### src/sv/l2c_pkg.sv
// Shared types, codes and field widths of the LBA to CHS translator.
package l2c_pkg;

   localparam int LBA_W       = 32;
   localparam int CYL_W       = 10;
   localparam int HEAD_W      = 4;
   localparam int SECT_W      = 8;
   localparam int HC_W        = 5;
   localparam int PROD_W      = 12;
   localparam int STATUS_W    = 2;
   localparam int CSR_IDX_W   = 2;
   localparam int CSR_DATA_W  = 32;

   localparam logic [HC_W-1:0]   HEAD_LIMIT       = 5'd16;
   localparam logic [HC_W-1:0]   HEAD_COUNT_RESET = 5'd16;
   localparam logic [SECT_W-1:0] SPT_RESET        = 8'd63;
   localparam logic [LBA_W-1:0]  TOTAL_RESET      = 32'd0;

   typedef enum logic [STATUS_W-1:0] {
      ST_OK    = 2'd0,
      ST_RANGE = 2'd1,
      ST_CYL   = 2'd2,
      ST_GEOM  = 2'd3
   } status_type;

   typedef enum logic [CSR_IDX_W-1:0] {
      CSR_TOTAL_SECTORS     = 2'd0,
      CSR_HEAD_COUNT        = 2'd1,
      CSR_SECTORS_PER_TRACK = 2'd2
   } csr_index_type;

   typedef struct packed {
      logic [LBA_W-1:0] block_address;
   } req_type;

   typedef struct packed {
      logic [STATUS_W-1:0] status_code;
      logic [CYL_W-1:0]    cylinder;
      logic [HEAD_W-1:0]   head;
      logic [SECT_W-1:0]   sector;
   } rsp_type;

   typedef struct packed {
      logic                  en;
      logic [CSR_IDX_W-1:0]  index;
      logic [CSR_DATA_W-1:0] data;
   } csr_write_type;

   typedef struct packed {
      logic [PROD_W-1:0] per_cyl;
      logic [SECT_W-1:0] spt;
   } geom_type;

   typedef struct packed {
      status_type       status;
      logic [LBA_W-1:0] lba;
   } entry_type;

endpackage

### src/sv/l2c_stream_if.sv
// Valid/ready stream interface carrying one payload beat.
interface l2c_stream_if #(
   parameter type payload_type = logic
) ();
   logic        valid;
   logic        ready;
   payload_type payload;

   modport source (output valid, output payload, input ready);
   modport sink   (input valid, input payload, output ready);
endinterface

### src/sv/lba_to_chs_translator_top.sv
// Top level: LBA to CHS translator, front end, queue and divider back end.
// Throughput: one address per cycle, sustained while the result side takes a beat every cycle.
// Pipeline: two intake stages and the queue, then one divider stage per cylinder bit, four for the head,
//   one output.
// Reset: synchronous, active high; clears all valid flags and the queue, loads the geometry
//   registers with capacity 0, 16 heads and 63 sectors per track.
module lba_to_chs_translator_top #(
   parameter int MAX_CYLINDER = 1023,
   parameter int QUEUE_DEPTH  = 4
) (
   input  logic                              clock,
   input  logic                              reset,
   input  logic                              csr_write_enable,
   input  logic [l2c_pkg::CSR_IDX_W-1:0]     csr_index,
   input  logic [l2c_pkg::CSR_DATA_W-1:0]    csr_write_data,
   l2c_stream_if.sink                        req_stream,
   l2c_stream_if.source                      rsp_stream
);

   // quotient width of the cylinder divider; cylinders beyond the limit pass through it tagged as faults
   localparam int QUO_W   = $clog2(MAX_CYLINDER + 1);
   localparam int ENTRY_W = $bits(l2c_pkg::entry_type);

   l2c_pkg::csr_write_type csr;
   l2c_pkg::geom_type      geom;
   l2c_pkg::entry_type     push_entry;
   l2c_pkg::entry_type     head_entry;
   logic                   push;
   logic                   pop;
   logic                   queue_full;
   logic                   queue_empty;

   assign csr.en    = csr_write_enable;
   assign csr.index = csr_index;
   assign csr.data  = csr_write_data;

   // front: holds the geometry, registers each request beat and tags it with a status
   l2c_front #(
      .MAX_CYLINDER (MAX_CYLINDER)
   ) u_front (
      .clock      (clock),
      .reset      (reset),
      .csr        (csr),
      .req_stream (req_stream),
      .push_entry (push_entry),
      .push       (push),
      .queue_full (queue_full),
      .geom       (geom)
   );

   // queue: lets the front keep taking beats while the back end is stalled
   l2c_queue #(
      .WIDTH (ENTRY_W),
      .DEPTH (QUEUE_DEPTH)
   ) u_queue (
      .clock   (clock),
      .reset   (reset),
      .wr_en   (push),
      .wr_data (push_entry),
      .full    (queue_full),
      .rd_en   (pop),
      .rd_data (head_entry),
      .empty   (queue_empty)
   );

   // back: divides through the pipeline and presents the result beat
   l2c_back #(
      .QUO_W (QUO_W)
   ) u_back (
      .clock      (clock),
      .reset      (reset),
      .geom       (geom),
      .head_entry (head_entry),
      .head_valid (!queue_empty),
      .pop        (pop),
      .rsp_stream (rsp_stream)
   );

   // a faulted result carries no coordinates
   assert property (@(posedge clock) disable iff (reset)
      rsp_stream.valid && (rsp_stream.payload.status_code != l2c_pkg::ST_OK) |->
         (rsp_stream.payload.cylinder == '0) && (rsp_stream.payload.head == '0) &&
         (rsp_stream.payload.sector == '0))
      else $error("faulted result with nonzero coordinates");

   // a good result has a sector within the track
   assert property (@(posedge clock) disable iff (reset)
      rsp_stream.valid && (rsp_stream.payload.status_code == l2c_pkg::ST_OK) |->
         (rsp_stream.payload.sector != '0) && (rsp_stream.payload.sector <= geom.spt))
      else $error("sector out of track range");

   // a good result never exceeds the cylinder limit
   assert property (@(posedge clock) disable iff (reset)
      rsp_stream.valid && (rsp_stream.payload.status_code == l2c_pkg::ST_OK) |->
         (32'(rsp_stream.payload.cylinder) <= 32'(MAX_CYLINDER)))
      else $error("cylinder above limit passed as good");

endmodule

### src/sv/l2c_front.sv
// Front end: configuration registers, address intake and fault classification.
module l2c_front #(
   parameter int MAX_CYLINDER = 1023
) (
   input  logic                   clock,
   input  logic                   reset,
   input  l2c_pkg::csr_write_type csr,
   l2c_stream_if.sink             req_stream,
   output l2c_pkg::entry_type     push_entry,
   output logic                   push,
   input  logic                   queue_full,
   output l2c_pkg::geom_type      geom
);

   localparam int QUO_W = $clog2(MAX_CYLINDER + 1);
   localparam int LIM_W = QUO_W + l2c_pkg::PROD_W;

   logic [l2c_pkg::LBA_W-1:0]  total_ff;
   logic [l2c_pkg::HC_W-1:0]   head_count_ff;
   logic [l2c_pkg::SECT_W-1:0] spt_ff;
   logic [l2c_pkg::PROD_W-1:0] per_cyl_ff, per_cyl_in;
   logic [LIM_W-1:0]           limit_ff, limit_in;
   logic                       geom_bad_ff, geom_bad_in;

   logic                       s0_valid_ff, s1_valid_ff;
   logic [l2c_pkg::LBA_W-1:0]  s0_lba_ff, s1_lba_ff;
   logic                       s1_range_ff, s1_range_in;
   logic                       advance;

   // configuration writes
   always_ff @(posedge clock) begin
      if (reset) begin
         total_ff      <= l2c_pkg::TOTAL_RESET;
         head_count_ff <= l2c_pkg::HEAD_COUNT_RESET;
         spt_ff        <= l2c_pkg::SPT_RESET;
      end else if (csr.en) begin
         case (csr.index)
            l2c_pkg::CSR_TOTAL_SECTORS:     total_ff      <= csr.data;
            l2c_pkg::CSR_HEAD_COUNT:        head_count_ff <= csr.data[l2c_pkg::HC_W-1:0];
            l2c_pkg::CSR_SECTORS_PER_TRACK: spt_ff        <= csr.data[l2c_pkg::SECT_W-1:0];
            default: ;
         endcase
      end
   end

   // derived geometry, registered in turn: sectors per cylinder, then the address limit from it
   assign per_cyl_in  = l2c_pkg::PROD_W'(head_count_ff) * l2c_pkg::PROD_W'(spt_ff);
   assign limit_in    = LIM_W'(per_cyl_ff) * LIM_W'(MAX_CYLINDER + 1);
   assign geom_bad_in = (head_count_ff == '0) || (spt_ff == '0) ||
                        (head_count_ff > l2c_pkg::HEAD_LIMIT);

   always_ff @(posedge clock) begin
      if (reset) begin
         per_cyl_ff  <= l2c_pkg::PROD_W'(int'(l2c_pkg::HEAD_COUNT_RESET) *
                                         int'(l2c_pkg::SPT_RESET));
         limit_ff    <= LIM_W'((MAX_CYLINDER + 1) * int'(l2c_pkg::HEAD_COUNT_RESET) *
                               int'(l2c_pkg::SPT_RESET));
         geom_bad_ff <= 1'b0;
      end else begin
         per_cyl_ff  <= per_cyl_in;
         limit_ff    <= limit_in;
         geom_bad_ff <= geom_bad_in;
      end
   end

   // two intake stages, both hold while the queue is full and the second stage holds a beat
   assign advance          = !s1_valid_ff || !queue_full;
   assign req_stream.ready = advance;
   assign s1_range_in      = s0_lba_ff >= total_ff;

   always_ff @(posedge clock) begin
      if (reset) begin
         s0_valid_ff <= 1'b0;
         s1_valid_ff <= 1'b0;
      end else if (advance) begin
         s0_valid_ff <= req_stream.valid;
         s1_valid_ff <= s0_valid_ff;
      end
      if (advance) begin
         s0_lba_ff   <= req_stream.payload.block_address;
         s1_lba_ff   <= s0_lba_ff;
         s1_range_ff <= s1_range_in;
      end
   end

   // capacity first, then geometry, then cylinder limit
   always_comb begin
      push_entry.lba = s1_lba_ff;
      if (s1_range_ff)
         push_entry.status = l2c_pkg::ST_RANGE;
      else if (geom_bad_ff)
         push_entry.status = l2c_pkg::ST_GEOM;
      else if (s1_lba_ff >= l2c_pkg::LBA_W'(limit_ff))
         push_entry.status = l2c_pkg::ST_CYL;
      else
         push_entry.status = l2c_pkg::ST_OK;
   end

   assign push         = s1_valid_ff && !queue_full;
   assign geom.per_cyl = per_cyl_ff;
   assign geom.spt     = spt_ff;

endmodule

### src/sv/l2c_queue.sv
// Small register FIFO between front and back end.
module l2c_queue #(
   parameter int WIDTH = 34,
   parameter int DEPTH = 4
) (
   input  logic             clock,
   input  logic             reset,
   input  logic             wr_en,
   input  logic [WIDTH-1:0] wr_data,
   output logic             full,
   input  logic             rd_en,
   output logic [WIDTH-1:0] rd_data,
   output logic             empty
);

   localparam int PTR_W = (DEPTH > 1) ? $clog2(DEPTH) : 1;
   localparam int CNT_W = $clog2(DEPTH + 1);

   logic [WIDTH-1:0] mem_ff [DEPTH];
   logic [PTR_W-1:0] wr_ptr_ff, wr_ptr_in;
   logic [PTR_W-1:0] rd_ptr_ff, rd_ptr_in;
   logic [CNT_W-1:0] count_ff, count_in;

   assign full    = count_ff == CNT_W'(DEPTH);
   assign empty   = count_ff == '0;
   assign rd_data = mem_ff[rd_ptr_ff];

   always_comb begin
      wr_ptr_in = wr_ptr_ff;
      rd_ptr_in = rd_ptr_ff;
      count_in  = count_ff;
      if (wr_en)
         wr_ptr_in = (wr_ptr_ff == PTR_W'(DEPTH - 1)) ? '0 : wr_ptr_ff + 1'b1;
      if (rd_en)
         rd_ptr_in = (rd_ptr_ff == PTR_W'(DEPTH - 1)) ? '0 : rd_ptr_ff + 1'b1;
      if (wr_en && !rd_en)
         count_in = count_ff + 1'b1;
      else if (rd_en && !wr_en)
         count_in = count_ff - 1'b1;
   end

   always_ff @(posedge clock) begin
      if (reset) begin
         wr_ptr_ff <= '0;
         rd_ptr_ff <= '0;
         count_ff  <= '0;
      end else begin
         wr_ptr_ff <= wr_ptr_in;
         rd_ptr_ff <= rd_ptr_in;
         count_ff  <= count_in;
      end
      if (wr_en)
         mem_ff[wr_ptr_ff] <= wr_data;
   end

endmodule

### src/sv/l2c_back.sv
// Back end: pipelined restoring division into cylinder, head and sector.
module l2c_back #(
   parameter int QUO_W = 10
) (
   input  logic               clock,
   input  logic               reset,
   input  l2c_pkg::geom_type  geom,
   input  l2c_pkg::entry_type head_entry,
   input  logic               head_valid,
   output logic               pop,
   l2c_stream_if.source       rsp_stream
);

   localparam int LBA_W  = l2c_pkg::LBA_W;
   localparam int PROD_W = l2c_pkg::PROD_W;
   localparam int HEAD_W = l2c_pkg::HEAD_W;
   localparam int CYL_W  = l2c_pkg::CYL_W;
   localparam int QX_W   = (QUO_W > CYL_W) ? QUO_W : CYL_W;

   typedef struct packed {
      logic               valid;
      l2c_pkg::status_type status;
      logic [LBA_W-1:0]   rem;
      logic [QUO_W-1:0]   quo;
   } cstage_type;

   typedef struct packed {
      logic               valid;
      l2c_pkg::status_type status;
      logic [CYL_W-1:0]   cyl;
      logic [PROD_W-1:0]  rem;
      logic [HEAD_W-1:0]  hd;
   } hstage_type;

   cstage_type        c_ff  [QUO_W];
   cstage_type        c_src [QUO_W];
   hstage_type        h_ff  [HEAD_W];
   hstage_type        h_src [HEAD_W];
   logic              o_valid_ff;
   l2c_pkg::rsp_type  o_payload_ff, o_payload_in;
   logic [QX_W-1:0]   quo_ext;
   logic              advance;

   // whole pipeline holds while the result register is stalled
   assign advance = !o_valid_ff || rsp_stream.ready;
   assign pop     = advance && head_valid;

   // one quotient bit of the cylinder per stage, most significant first
   for (genvar k = 0; k < QUO_W; k++) begin : g_cyl
      localparam int SH = QUO_W - 1 - k;
      logic [LBA_W-1:0] dvs;
      logic             ge;

      if (k == 0) begin : g_first
         assign c_src[k].valid  = head_valid;
         assign c_src[k].status = head_entry.status;
         assign c_src[k].rem    = head_entry.lba;
         assign c_src[k].quo    = '0;
      end else begin : g_next
         assign c_src[k] = c_ff[k-1];
      end

      assign dvs = LBA_W'(geom.per_cyl) << SH;
      assign ge  = c_src[k].rem >= dvs;

      always_ff @(posedge clock) begin
         if (reset)
            c_ff[k].valid <= 1'b0;
         else if (advance)
            c_ff[k].valid <= c_src[k].valid;
         if (advance) begin
            c_ff[k].status <= c_src[k].status;
            c_ff[k].rem    <= ge ? c_src[k].rem - dvs : c_src[k].rem;
            c_ff[k].quo    <= {c_src[k].quo[QUO_W-2:0], ge};
         end
      end
   end

   assign quo_ext = QX_W'(c_ff[QUO_W-1].quo);

   // head: remainder within the cylinder divided by sectors per track
   for (genvar j = 0; j < HEAD_W; j++) begin : g_head
      localparam int SH = HEAD_W - 1 - j;
      logic [PROD_W-1:0] dvs;
      logic              ge;

      if (j == 0) begin : g_first
         assign h_src[j].valid  = c_ff[QUO_W-1].valid;
         assign h_src[j].status = c_ff[QUO_W-1].status;
         assign h_src[j].cyl    = quo_ext[CYL_W-1:0];
         assign h_src[j].rem    = c_ff[QUO_W-1].rem[PROD_W-1:0];
         assign h_src[j].hd     = '0;
      end else begin : g_next
         assign h_src[j] = h_ff[j-1];
      end

      assign dvs = PROD_W'(geom.spt) << SH;
      assign ge  = h_src[j].rem >= dvs;

      always_ff @(posedge clock) begin
         if (reset)
            h_ff[j].valid <= 1'b0;
         else if (advance)
            h_ff[j].valid <= h_src[j].valid;
         if (advance) begin
            h_ff[j].status <= h_src[j].status;
            h_ff[j].cyl    <= h_src[j].cyl;
            h_ff[j].rem    <= ge ? h_src[j].rem - dvs : h_src[j].rem;
            h_ff[j].hd     <= {h_src[j].hd[HEAD_W-2:0], ge};
         end
      end
   end

   // drop coordinates on any fault
   always_comb begin
      o_payload_in.status_code = h_ff[HEAD_W-1].status;
      if (h_ff[HEAD_W-1].status == l2c_pkg::ST_OK) begin
         o_payload_in.cylinder = h_ff[HEAD_W-1].cyl;
         o_payload_in.head     = h_ff[HEAD_W-1].hd;
         o_payload_in.sector   = h_ff[HEAD_W-1].rem[l2c_pkg::SECT_W-1:0] + 1'b1;
      end else begin
         o_payload_in.cylinder = '0;
         o_payload_in.head     = '0;
         o_payload_in.sector   = '0;
      end
   end

   always_ff @(posedge clock) begin
      if (reset)
         o_valid_ff <= 1'b0;
      else if (advance)
         o_valid_ff <= h_ff[HEAD_W-1].valid;
      if (advance)
         o_payload_ff <= o_payload_in;
   end

   assign rsp_stream.valid   = o_valid_ff;
   assign rsp_stream.payload = o_payload_ff;

endmodule

### src/flat_wrapper.sv
// flat-port wrapper written by rule: the top's interface ports become plain ports
module lba_to_chs_translator_top_flat 
#(
   parameter int MAX_CYLINDER = 1023,
   parameter int QUEUE_DEPTH  = 4
)
  (clock, reset, csr_write_enable, csr_index, csr_write_data, req_stream_valid, req_stream_payload, req_stream_ready, rsp_stream_valid, rsp_stream_payload, rsp_stream_ready);
  l2c_stream_if #(.payload_type(l2c_pkg::req_type)) req_stream_i ();
  l2c_stream_if #(.payload_type(l2c_pkg::rsp_type)) rsp_stream_i ();
  input  logic clock;
  input  logic reset;
  input  logic csr_write_enable;
  input  logic [l2c_pkg::CSR_IDX_W-1:0] csr_index;
  input  logic [l2c_pkg::CSR_DATA_W-1:0] csr_write_data;
  input wire logic [$bits(req_stream_i.valid)-1:0] req_stream_valid;
  input wire logic [$bits(req_stream_i.payload)-1:0] req_stream_payload;
  output wire logic [$bits(req_stream_i.ready)-1:0] req_stream_ready;
  output wire logic [$bits(rsp_stream_i.valid)-1:0] rsp_stream_valid;
  output wire logic [$bits(rsp_stream_i.payload)-1:0] rsp_stream_payload;
  input wire logic [$bits(rsp_stream_i.ready)-1:0] rsp_stream_ready;
  assign req_stream_i.valid = req_stream_valid;
  assign req_stream_i.payload = req_stream_payload;
  assign req_stream_ready = req_stream_i.ready;
  assign rsp_stream_valid = rsp_stream_i.valid;
  assign rsp_stream_payload = rsp_stream_i.payload;
  assign rsp_stream_i.ready = rsp_stream_ready;
  lba_to_chs_translator_top #(.MAX_CYLINDER(MAX_CYLINDER), .QUEUE_DEPTH(QUEUE_DEPTH)) u_core (.clock(clock), .reset(reset), .csr_write_enable(csr_write_enable), .csr_index(csr_index), .csr_write_data(csr_write_data), .req_stream(req_stream_i), .rsp_stream(rsp_stream_i));
endmodule
### config.mk
export PLATFORM = sky130hd
export DESIGN_NAME = lba_to_chs_translator_top_flat
export DESIGN_NICKNAME = d
export VERILOG_FILES = /design/src/sv/l2c_pkg.sv /design/src/sv/l2c_stream_if.sv /design/src/sv/lba_to_chs_translator_top.sv /design/src/sv/l2c_front.sv /design/src/sv/l2c_queue.sv /design/src/sv/l2c_back.sv /design/src/flat_wrapper.sv
export SDC_FILE = /design/constraint.sdc
export NUM_CORES = 2
export LEC_CHECK = 0
export BUFFER_PORTS_ARGS = -buffer_cell sky130_fd_sc_hd__buf_2
export CAP_MARGIN = 5
export CORE_MARGIN = 8
export CORE_UTILIZATION = 60
export DETAILED_ROUTE_END_ITERATION = 7
export MAX_ROUTING_LAYER = met4
export PLACE_DENSITY_LB_ADDON = 0.2
export SLEW_MARGIN = 20
export SYNTH_ARGS = -nofsm -noshare
export SYNTH_HDL_FRONTEND = slang
export SYNTH_SLANG_ARGS = --single-unit
export TNS_END_PERCENT = 1
### constraint.sdc
create_clock -name clock -period 49.8 [get_ports clock]
set_input_delay 9.96 -clock clock [delete_from_list [all_inputs] [get_ports clock]]
set_output_delay 9.96 -clock clock [all_outputs]
set_load 0.01 [all_outputs]
After elaboration in Yosys (flattened, before gate mapping). Memory sizes are Yosys's and may differ from the RTL's. A register that Yosys moved wholly into a read port is not among the register bits. Index checks and enable logic that the tools add are counted.

Flip-flop bits (word level): 179. RAM bits: 702. Input bits: 71. Output and inout port bits: 26. Memories kept: 3.

Memories: u_core.u_back.c_ff (depth 10, bits a word 45, read ports 10, clocked after memory_dff 0, write ports 10, line l2c_back.sv:35) `cstage_type c_ff [QUO_W];`; u_core.u_queue.mem_ff (depth 4, bits a word 34, read ports 1, clocked after memory_dff 1, write ports 1, line l2c_queue.sv:19) `logic [WIDTH-1:0] mem_ff [DEPTH];`; u_core.u_back.h_ff (depth 4, bits a word 29, read ports 4, clocked after memory_dff 0, write ports 4, line l2c_back.sv:37) `hstage_type h_ff [HEAD_W];`.

$add $sub $neg: 19. Multiply operators: 1. $lt $le $gt $ge: 17. Eq/ne operators: 5. Muxes and demuxes: 45. Bitwise operators: 14. Reductions and logical operators: 23.

Operator list (number): $mux 32 (10); $mux 12 (4); $ge 32x12->1 (1); $ge 32x13->1 (1); $ge 32x14->1 (1); $ge 32x15->1 (1); $ge 32x16->1 (1); $ge 32x17->1 (1); $ge 32x18->1 (1); $ge 32x19->1 (1); $ge 32x20->1 (1); $ge 32x21->1 (1); $ge 32x22->1 (1); $ge 32x32->1 (1); $sub 32x12->32 (1); $sub 32x13->32 (1); $sub 32x14->32 (1); $sub 32x15->32 (1); $sub 32x16->32 (1); $sub 32x17->32 (1); $sub 32x18->32 (1); $sub 32x19->32 (1); $sub 32x20->32 (1); $sub 32x21->32 (1); 30 further kinds (88).

Depth between registers and ports, before layout.
Depth in word-level cells: 7. Depth in mapped cells: 16. Gate-level depth less buffers: 15.

By module. A second synthesis with hierarchy kept.

Cell total of the unflattened synthesis: 3193. Area, all modules: 39818.2 µm².

By module, submodules not included: l2c_back (times used 1, cells an instance 2343, area an instance 27772.9 µm², seq. area each 15484.9 µm²); l2c_front (times used 1, cells an instance 627, area an instance 6646.4 µm², seq. area each 3393.3 µm²); l2c_queue (times used 1, cells an instance 222, area an instance 5395.2 µm², seq. area each 4264.1 µm²); lba_to_chs_translator_top (times used 1, cells an instance 1, area an instance 3.8 µm², seq. area each 0.0 µm²).

Least setup slack after synthesis. No wires, ideal clock.

Kind: input to register. Start: in rsp_stream_ready. End: reg u_core.u_queue.count_ff[2]. Library setup time: 0.070 ns. Arrival: 23.135 ns. Data required time: 49.730 ns. Setup slack: 26.595 ns. Cell stages on the path: 9. Cells stage by stage: nor2b_1 inv_1 o31ai_1 ha_1 inv_1 fa_1 xor2_1 or3_1 a21oi_1.

Longest elaborated chain between the ends: 5. Elaborated cells on any way between the ends: 7.

RTL lines: start, declared (line flat_wrapper.sv:20) `input wire logic [$bits(rsp_stream_i.ready)-1:0] rsp_stream_ready;`; $logic_or 1x1->1 * (line l2c_back.sv:45) `assign advance = !o_valid_ff || rsp_stream.ready;`; via u_core.u_back.advance (line l2c_back.sv:42) `logic advance;`; $logic_and 1x1->1 * (line l2c_back.sv:46) `assign pop = advance && head_valid;`; $logic_not 1->1 (line l2c_queue.sv:36) `if (wr_en && !rd_en)`; $logic_and 1x1->1 (line l2c_queue.sv:36); $mux 3 / $reduce_bool 2->1 (equally long branches); end signal, assigned (line l2c_queue.sv:50) `count_ff <= count_in;`; end, declared (line l2c_queue.sv:22) `logic [CNT_W-1:0] count_ff, count_in;`.

Mark *: on every way through the listed nets, which the timed path passes. The rest lies on a longest branch. A chain may end at the register's enable or synchronous reset.

==> summary.txt <==
GRT
  – Vias in the first global route: about 25000
  – Pin count of the biggest net entering global routing: 120
  – Overall track demand over capacity in global routing: 0.218
  – First-pass GRT wire length: roughly 130000 µm
  – Overflow after GRT: 0
  – Initial antenna violation count: 0

Detailed routing
  – Post-route DRC violation count: 0
  – Total wirelength of the detailed-routed design: roughly 80000 µm
  – Uppermost metal layer occupied by signal nets: met4
  – Via/cell ratio: just under 6
  – Detailed-route wire length per cell: roughly 19 µm
  – Wire length on met3: around 3600 µm
  – Met1 WL: around 32000 µm
  – Drt pass-1 iters: 8
  – Overall via count from detail_route: roughly 24000
  – Met2 wire len: a little over 40000 µm
  – DRC marker count from the first detailed-route iteration: around 1600
  – Residual antenna-violating net count after detailed routing: 0

Critical path
  – Setup slack, reg-to-reg: 45.19 ns
  – Critical Path Source Type: input pin
  – Worst setup path category: in -> reg
  – CP max FO: 119
  – Critical path's top delay family: buffers and inverters
  – Worst setup EP type: flip-flop
  – Delay of the slowest cell on the worst path: 0.91 ns
  – Endpoint required time on the critical path: roughly 50 ns
  – Number of buffer and inverter stages on the critical path: 4
  – CP Data Arrival Time: between 10 and 15 ns
  – Most frequent CP cell: sky130_fd_sc_hd__buf_4
  – Critical-path cell list: buf_2, nor2b_1, inv_8, buf_4, buf_4
  – Critical-path cell with the highest stage delay: sky130_fd_sc_hd__buf_4

Clocking
  – CTS Hold Bufs: 0
  – Clock H-tree levels: 3
  – Total number of clock tree sinks: around 800
  – Number of buffers inserted by post-CTS setup repair: 0
  – Max Buffers Root-to-Sink: 3
  – Clock Pin Slew Worst Setup and Hold Paths: about 0.050 ns
  – Count of instances resized after the clock tree is built: 0
  – Clock root cell: sky130_fd_sc_hd__clkbuf_16
  – Insertion delay of the later-clocked pin in the worst-skew pair: 0.65 ns
  – CTS tree: built
  – TritonCTS buffer count: 85

Logic synthesis
  – Number of different library cells in the post-synthesis netlist: 78
  – Leading cell types by count after synthesis: 716 x sky130_fd_sc_hd__edfxtp_1, 245 x sky130_fd_sc_hd__nand2_1, 235 x sky130_fd_sc_hd__nor2_1
  – Synth area leaders: sky130_fd_sc_hd__edfxtp_1 55%, sky130_fd_sc_hd__ha_1 7.2%, sky130_fd_sc_hd__dfxtp_1 4.2%, sky130_fd_sc_hd__xor2_1 3.2%, sky130_fd_sc_hd__a21oi_1 2.5%
  – Number of synthesis warnings: 0
  – Most used flip-flop cell after synthesis: sky130_fd_sc_hd__edfxtp_1
  – Top cell type by total area after synthesis: sky130_fd_sc_hd__edfxtp_1
  – Number of enable flip-flop cells after synthesis: 716
  – Synthesized flop and latch total: between 700 and 800
  – Net count of the mapped netlist: ~3400
  – Part of the Yosys area used for sequential elements: 0.594
  – Fraction of synthesized cell area taken by the top area cell type: 0.551
  – Dominant cell by count in the synthesized netlist: sky130_fd_sc_hd__edfxtp_1
  – Asr flop ratio synth: 0
  – Combined area of all synthesized cells: about 40000 µm²
  – Gate Count Post-Synth: ~3100
  – Synthesized area per cell: 12.7 µm²

Floorplan
  – Number of rows in the core area: 93
  – Die Area: about 73000 µm²
  – Core box area: around 64000 µm²
  – Number of primary I/O pins: 97
  – Initial cell density of the core: 0.606
  – Floorplan die height: around 270 µm
  – Width of the die: 271 µm

Placed design
  – Post-detailed-placement half-perimeter wirelength: 54500 µm
  – Pre-CTS setup slack: approximately 37 ns
  – # port buffers: 96
  – Routability congestion estimate from global placement: 0.890

STA
  – Final hold vios: 0
  – Unrepaired setup endpoints after global routing: no
  – Headroom to the max-slew limit: 0.319
  – Max-slew violation count: 0
  – Skew final: between 0.02 and 0.03 ns
  – Least-Margin Pin Slew: just over 1 ns
  – Max Clk Rate: a little over 0.08 GHz
  – Final worst path period need: ~12 ns
  – Setup TNS: 0 ns
  – Period utilisation layout: 0.249
  – Count of final setup violators: 0
  – Post-route worst setup slack: about 37 ns

Power
  – Worst vdd ir: between 0.00003 and 0.00004 V
  – Lkg Pwr: 0.0165 µW
  – Power per unit of standard cell area: 61.2 nW/µm²
  – Tot Pwr: 2660 µW

Finish
  – Layout net count: about 3600
  – Relative area change from synthesis to final layout: 11.3%
  – Filler Cells Inserted: around 4600
  – Share of post-route cells with drive strength above 1: 0.114
  – Antenna cells: 0

Worst hold path
  – Class of the tightest hold or removal check: reg -> reg

Status
  – Status: finished, final reports clean

Job
  – Count of max-cap constraint violations: 0
area by class of cell:
class | count | area, µm² | share of cell area
Sequential cell | 798 | 23100 | 0.533
Multi-Input combinational cell | 2066 | 15100 | 0.347
Clock buffer | 114 | 2390 | 0.0551
Tap cell | 855 | 1070 | 0.0246
Timing Repair Buffer | 119 | 653 | 0.0150
Inverter | 157 | 597 | 0.0138
Clock inverter | 39 | 493 | 0.0114
sequential cells by signal (all words and copies together), names as in the netlist, named ones only:
register and cells:
u_core.u_back.h_ff 106, u_core.u_front.total_ff 32, u_core.u_front.limit_ff 12, u_core.u_queue.wr_ptr_ff 2
u_core.u_front.s0_lba_ff 32, u_core.u_queue.rd_ptr_ff 2, u_core.u_front.s1_lba_ff 32, u_core.u_front.per_cyl_ff 12
u_core.u_back.rsp_stream.valid 1, u_core.u_front.head_count_ff 5, u_core.u_front.s1_range_ff 1, u_core.u_front.geom_bad_ff 1
u_core.u_front.s0_valid_ff 1, u_core.u_front.spt_ff 8, u_core.u_front.s1_valid_ff 1, u_core.u_queue.mem_ff 136
u_core.u_queue.count_ff 3, u_core.u_back.c_ff 385, u_core.u_back.rsp_stream.payload 24
final timing paths:
path,depth (start not counted),start,end
worst max-delay path,5,rsp_stream_ready,u_core.u_back.c_ff[3][19]$_DFFE_PN_
worst min register to register,0,u_core.u_back.c_ff[1][0]$_DFFE_PN_,u_core.u_back.c_ff[2][1]$_DFFE_PN_
worst max register to register,11,u_core.u_front.per_cyl_ff[1]$_SDFF_PP0_,u_core.u_back.c_ff[8][27]$_DFFE_PN_
worst min-delay path,0,u_core.u_back.c_ff[1][0]$_DFFE_PN_,u_core.u_back.c_ff[2][1]$_DFFE_PN_
layer usage:
metal,GRT usage,vias up
met1,0.255,11800
met3,0.0350,193
met5,-,-
met2,0.383,636
li1,-,11700
met4,0.0707,0
where the power goes:
| part | switching [µW] | internal, µW | leakage (µW) | total (µW) |
|---|---|---|---|---|
| Combinational | 481 | 402 | 0.00728 | 883 |
| Clock | 265 | 379 | 0.00141 | 644 |
| Sequential | 130 | 1000 | 0.00782 | 1130 |
cells by family after synthesis:
family | after synthesis | share of synthesized area
and+or+nand+nor | 952 | 0.123
xor gates and xnor gates | 245 | 0.0550
adders and majority gates | 255 | 0.0880
muxes | 104 | 0.0387
DFF | 798 | 0.594
AOI/OAI and AO/OA | 510 | 0.0808
buffers and inverters | 216 | 0.0212
cells in the final DEF, fill, tap and decap left out, types with 89 or more instances in the layout:
cell                          n
sky130_fd_sc_hd__o21ai_0    115
sky130_fd_sc_hd__inv_1      155
sky130_fd_sc_hd__xnor2_1    104
sky130_fd_sc_hd__nand2_1    245
sky130_fd_sc_hd__xor2_1     141
sky130_fd_sc_hd__edfxtp_1   716
sky130_fd_sc_hd__buf_2       96
sky130_fd_sc_hd__nor2_1     234
sky130_fd_sc_hd__a21oi_1    194
sky130_fd_sc_hd__ha_1       223
sky130_fd_sc_hd__clkbuf_16   89
per-stage QoR:
stage          hold WS (ns)  cells  cell area (µm²)  utilization
5_1_grt               0.417   4148            43400        0.674
3_5_place_dp          0.405   3995            40500        0.630
3_3_place_gp          0.400   3995            40500        0.630
6_report              0.413   4148            43400        0.674
4_1_cts               0.414   4148            43400        0.674
2_1_floorplan         0.400   3080            39000            -
(Power assumes the default switching activity.)
